$ cat src/sv/lzbu_pkg.sv
// lzbu_pkg: shared constants, types and helpers for the lz bitstream unpacker
// depends on nothing
`default_nettype none
package lzbu_pkg;
    localparam int HIST_AW = 16;

    localparam logic [1:0] ST_BYTE = 2'd0;
    localparam logic [1:0] ST_MORE = 2'd1;
    localparam logic [1:0] ST_END  = 2'd2;
    localparam logic [1:0] ST_ERR  = 2'd3;

    localparam logic [3:0] PH_FLAG   = 4'd0;
    localparam logic [3:0] PH_LIT    = 4'd1;
    localparam logic [3:0] PH_TYPE   = 4'd2;
    localparam logic [3:0] PH_WSEL   = 4'd3;
    localparam logic [3:0] PH_WDIST  = 4'd4;
    localparam logic [3:0] PH_DCLS   = 4'd5;
    localparam logic [3:0] PH_DEXTRA = 4'd6;
    localparam logic [3:0] PH_DBITS  = 4'd7;
    localparam logic [3:0] PH_LEN1   = 4'd8;
    localparam logic [3:0] PH_LEN0   = 4'd9;
    localparam logic [3:0] PH_LEN3   = 4'd10;
    localparam logic [3:0] PH_LEN4   = 4'd11;
    localparam logic [3:0] PH_LENU   = 4'd12;
    localparam logic [3:0] PH_LENV   = 4'd13;

    // controller -> datapath commands
    typedef struct packed {
        logic deliver;    // shift an input byte into the bit store
        logic step;       // do one decode step
        logic rd_start;   // issue history read for copy
        logic copy_emit;  // write read data to history, count down
    } lzbu_cmd_t;

    // datapath -> controller status
    typedef struct packed {
        logic       running;
        logic       ended;
        logic       input_ended;
        logic       store_full;
        logic       copying;
        logic       emit;
        logic       starve;
        logic [7:0] emit_byte;
    } lzbu_stat_t;

    function automatic logic [15:0] block_base(input logic [3:0] n);
        logic [16:0] p;
        begin
            p = 17'd1 << n;
            if (n == 4'd14) block_base = 16'h1fe1;
            else if (n == 4'd15) block_base = 16'h5fe1;
            else block_base = p[15:0] - 16'd31;
        end
    endfunction
endpackage
`default_nettype wire

$ cat src/sv/lzbu_ctrl.sv
// lzbu_ctrl: request sequencer and output register for the unpacker
// depends on lzbu_pkg
`default_nettype none
module lzbu_ctrl (
    input  wire logic                 clk,
    input  wire logic                 rst_n,
    input  wire logic                 in_valid,
    output logic                      in_ready,
    input  wire logic                 kind,
    output logic                      out_valid,
    input  wire logic                 out_ready,
    output logic [7:0]                out_byte,
    output logic [1:0]                status,
    output lzbu_pkg::lzbu_cmd_t       cmd,
    input  wire lzbu_pkg::lzbu_stat_t stat
);
    localparam logic [1:0] S_IDLE = 2'd0;
    localparam logic [1:0] S_DEC  = 2'd1;
    localparam logic [1:0] S_RD   = 2'd2;

    logic [1:0] state_reg, state_next;
    logic       ov_reg, ov_next;
    logic [7:0] ob_reg, ob_next;
    logic [1:0] os_reg, os_next;
    logic       acc;
    logic       slot;

    assign slot = !ov_reg || out_ready;
    assign in_ready = state_reg == S_IDLE && slot;
    assign acc = in_valid && in_ready;
    assign out_valid = ov_reg;
    assign out_byte = ob_reg;
    assign status = os_reg;

    always_comb
    begin
        state_next = state_reg;
        ov_next = ov_reg && !out_ready;
        ob_next = ob_reg;
        os_next = os_reg;
        cmd = '0;
        case (state_reg)
            S_IDLE:
                if (acc)
                begin
                    if (!kind)
                    begin
                        if (stat.running && !stat.input_ended)
                        begin
                            cmd.deliver = 1'b1;
                            if (stat.store_full)
                            begin
                                ov_next = 1'b1; ob_next = 8'd0;
                                os_next = lzbu_pkg::ST_ERR;
                            end
                        end
                    end
                    else state_next = S_DEC;
                end
            S_DEC:
                // one decode step a cycle until a byte, end, error or starve
                if (!stat.running)
                begin
                    ov_next = 1'b1; ob_next = 8'd0;
                    os_next = stat.ended ? lzbu_pkg::ST_END : lzbu_pkg::ST_ERR;
                    state_next = S_IDLE;
                end
                else if (stat.copying)
                begin
                    cmd.rd_start = 1'b1;
                    state_next = S_RD;
                end
                else
                begin
                    cmd.step = 1'b1;
                    if (stat.emit)
                    begin
                        ov_next = 1'b1; ob_next = stat.emit_byte;
                        os_next = lzbu_pkg::ST_BYTE;
                        state_next = S_IDLE;
                    end
                    else if (stat.starve && !stat.input_ended)
                    begin
                        ov_next = 1'b1; ob_next = 8'd0;
                        os_next = lzbu_pkg::ST_MORE;
                        state_next = S_IDLE;
                    end
                end
            S_RD:
            begin
                cmd.copy_emit = 1'b1;
                ov_next = 1'b1; ob_next = stat.emit_byte;
                os_next = lzbu_pkg::ST_BYTE;
                state_next = S_IDLE;
            end
            default: state_next = S_IDLE;
        endcase
    end

    always_ff @(posedge clk or negedge rst_n)
    begin
        if (!rst_n)
        begin
            state_reg <= S_IDLE;
            ov_reg <= 1'b0;
        end
        else
        begin
            state_reg <= state_next;
            ov_reg <= ov_next;
        end
    end

    always_ff @(posedge clk)
    begin
        ob_reg <= ob_next;
        os_reg <= os_next;
    end
endmodule
`default_nettype wire

$ cat config.mk
export PLATFORM = sky130hd
export DESIGN_NAME = lzbu_ctrl
export DESIGN_NICKNAME = d
export VERILOG_FILES = /design/src/sv/lzbu_pkg.sv /design/src/sv/lzbu_ctrl.sv
export SDC_FILE = /design/constraint.sdc
export NUM_CORES = 1
export LEC_CHECK = 0
export BUFFER_PORTS_ARGS = -buffer_cell sky130_fd_sc_hd__buf_2
export CAP_MARGIN = 30
export CELL_PAD_IN_SITES_DETAIL_PLACEMENT = 0
export CELL_PAD_IN_SITES_GLOBAL_PLACEMENT = 1
export CORE_MARGIN = 2
export CORE_UTILIZATION = 33
export DETAILED_ROUTE_END_ITERATION = 8
export PLACE_DENSITY = 0.79
export SYNTH_ARGS = -nofsm -noshare
export SYNTH_HDL_FRONTEND = slang
export SYNTH_SLANG_ARGS = --single-unit
$ cat constraint.sdc
create_clock -name clk -period 2.9 [get_ports clk]
set_input_delay 0.145 -clock clk [delete_from_list [all_inputs] [get_ports clk]]
set_output_delay 0.145 -clock clk [all_outputs]
set_load 0.05 [all_outputs]
==> impl_metrics.json <==
{
  "status": "finished clean",
  "ir_drop_uv": 506.1,
  "area_delta_synth_final_pct": 33.79,
  "wl_met2_um": 761,
  "dp_hpwl_um": 1232,
  "yosysMostFrequentCell": "edfxtp_1",
  "viasPerCell": 4.685,
  "fin_nets": 126,
  "wl_um": 1454,
  "wire_per_inst_um": 11.45,
  "fmax_ghz": 0.4929,
  "slowest_stage": "dfrtp_1",
  "yosysUniqueCellTypes": 29,
  "utilization": 0.4802,
  "io_buffers": 35,
  "yosys_warnings": 0,
  "netlist_instances": 60,
  "routed-wl-met3_um": 51,
  "gp_congestion": 0.7136,
  "async_flop_share": 0.2308,
  "grt-ovfl-total": 0,
  "instances_no_fill": 127,
  "cts.clk_slew.worst_paths_ps": 80,
  "grt.total_usage": 0.1248,
  "grt_pass1_vias": 566,
  "regToRegStartpoint": "state_reg[0]",
  "io_pins": 36,
  "timing.final.crit_share": 0.6996,
  "fin_skew_ps": 3.669,
  "start_util": 0.3589,
  "ys_top_cells_by_count": "edfxtp_1 (10), and2_1 (8), ha_1 (5)",
  "worstSetupStartpointType": "flip-flop",
  "worst-path-max-fanout": 10,
  "htreeDepth": 1,
  "whs_endpoint": "out_byte[0]",
  "wl_met1_um": 609,
  "cts_resized": 0,
  "ys_ff_latch": 13,
  "relSlewSlack": 0.7243,
  "coreArea_sq_um": 2022,
  "crit_chain": "inv_1 > ha_1 > nand4bb_1 > nor3b_2 > nand2_1 > a221oi_2 > buf_4",
  "path_buf_inv": 2,
  "top_layer_used": "met4",
  "whs_path_depth": 2,
  "cpPeakStageDelay_ps": 430,
  "drive_gt1_frac": 0.4600,
  "synthTopCellsByArea": "edfxtp_1 (41%), dfrtp_1 (10%), ha_1 (8.6%)",
  "vias": 595,
  "cts-root-buf": "clkbuf_4",
  "reg2reg_depth": 7,
  "drcViolationCount": 0,
  "finalHoldViolCount": 0,
  "synth_edf_count": 10,
  "n_antenna_cell": 0,
  "ant_nets": 0,
  "dr.pass1.iters": 4,
  "cap_violations": 0,
  "grt_max_degree": 11,
  "worst_path_dominant_cell_family": "simple AND/OR/NAND/NOR gates",
  "holdWs_ps": 158.2,
  "ff2ff_setup_slack_ps": 870,
  "netlist_area_sq_um": 725.7,
  "slew_viol_final": 0,
  "setup.worst_path.end_class": "flip-flop",
  "powerDensity_nw_per_um2": 1223,
  "arrival_ps": 2000,
  "largest_register_ffs": 8,
  "yosys.area.top_type_share": 0.4138,
  "syn-num-nets": 85,
  "cts_tree": "yes",
  "avgSynthCellArea_sq_um": 12.09,
  "dieArea_sq_um": 2590,
  "num_rows": 16,
  "grt_setup_unrepaired": "false",
  "clk_latency_ps": 260,
  "required_ps": 2870,
  "ys.flop_type": "edfxtp_1",
  "max-clock-path-buffers": 2,
  "cp.depth": 7,
  "worstHoldStart": "stat[0]",
  "yosysTopAreaCell": "edfxtp_1",
  "finalCriticalPeriod_ps": 2029,
  "die_x_um": 50.90,
  "worstSetupPathType": "flip-flop to flip-flop",
  "grt_pass1_wl_um": 2394,
  "cts_sinks": 13,
  "die_h_um": 50.90,
  "reg2reg_to": "out_byte[1]",
  "grt_antenna_before_repair": 0,
  "ys_seq_area_frac": 0.5172,
  "cts_buffers": 3,
  "placedCellCount": 122,
  "final-setup-viol-count": 0,
  "p_total_w": 0.001188,
  "hp-class": "primary input to flip-flop",
  "worstMarginPinSlew_ps": 412.7,
  "drt_iter0_drc": 6,
  "setup_tns_ps": 0,
  "leakage_nw": 0.4619
}
## worst max path at each step
stage            startpoint     endpoint  slack [ps]
2_1_floorplan  state_reg[0]  out_byte[0]         180
3_5_place_dp   state_reg[0]  out_byte[1]         890
4_1_cts        state_reg[0]  out_byte[0]         880
5_1_grt        state_reg[0]  out_byte[6]         700
3_3_place_gp   state_reg[0]  out_byte[0]         960
6_report       state_reg[0]  out_byte[1]         870
## logic make-up (layout without fill, tap and decap cells)
logic type / Yosys count / in the layout / synth area share
flip-flops: 13 / 13 / 0.5172
multiplexers: 2 / 2 / 0.03448
AO/OA/AOI/OAI: 12 / 12 / 0.1207
buffers and inverters: 5 / 45 / 0.03103
adder cells (fa/ha/maj): 5 / 5 / 0.08621
AND/OR/NAND/NOR: 23 / 23 / 0.2104
## cell type report
cell class / count / area [sq um]
clock buffers: 4 / 26.28
flip-flops and latches: 13 / 375.4
inverters: 4 / 15.01
multi-input cells: 42 / 327.8
repair buffers: 37 / 192.7
well taps: 27 / 33.78
fillers: 188 / 1051
## routing by layer
layer | global-route usage | vias to the layer above
li1 | - | 292
met2 | 0.2171 | 17
met4 | 0.05405 | 0
met5 | 0 | -
met3 | 0.02047 | 4
met1 | 0.1523 | 282
## where the power goes
group / internal (W) / switching [W]
Clock: 0.0000530 / 0.0000529
Combinational: 0.000203 / 0.000524
Sequential: 0.000324 / 0.0000296
Total: 0.000581 / 0.000607
## cell usage in the layout (no fill, tap or decap), types with 2 or more instances in the layout
cell type  netlist  final
a21oi_1          3      3
and2_1           8      8
buf_2            0     35
clkbuf_4         0      3
dfrtp_1          3      3
edfxtp_1        10     10
ha_1             5      5
inv_1            4      4
nand2_1          3      3
nor2b_1          2      2
o21ai_0          2      2
## through the flow
stage	cell area, sq um	setup slack, ps
finish	970.9	871.1
floorplan	725.7	181.0
global placement	934.6	961.2
CTS	970.9	883.6
global route	970.9	704.9
detailed placement	934.6	889.3
## timing repair
item	4_1_cts	5_1_grt
setup buffers	0	0
hold buffers	1	0
endpoints found under the hold margin	3	0
No activity file was read; power rests on OpenSTA's default activity.
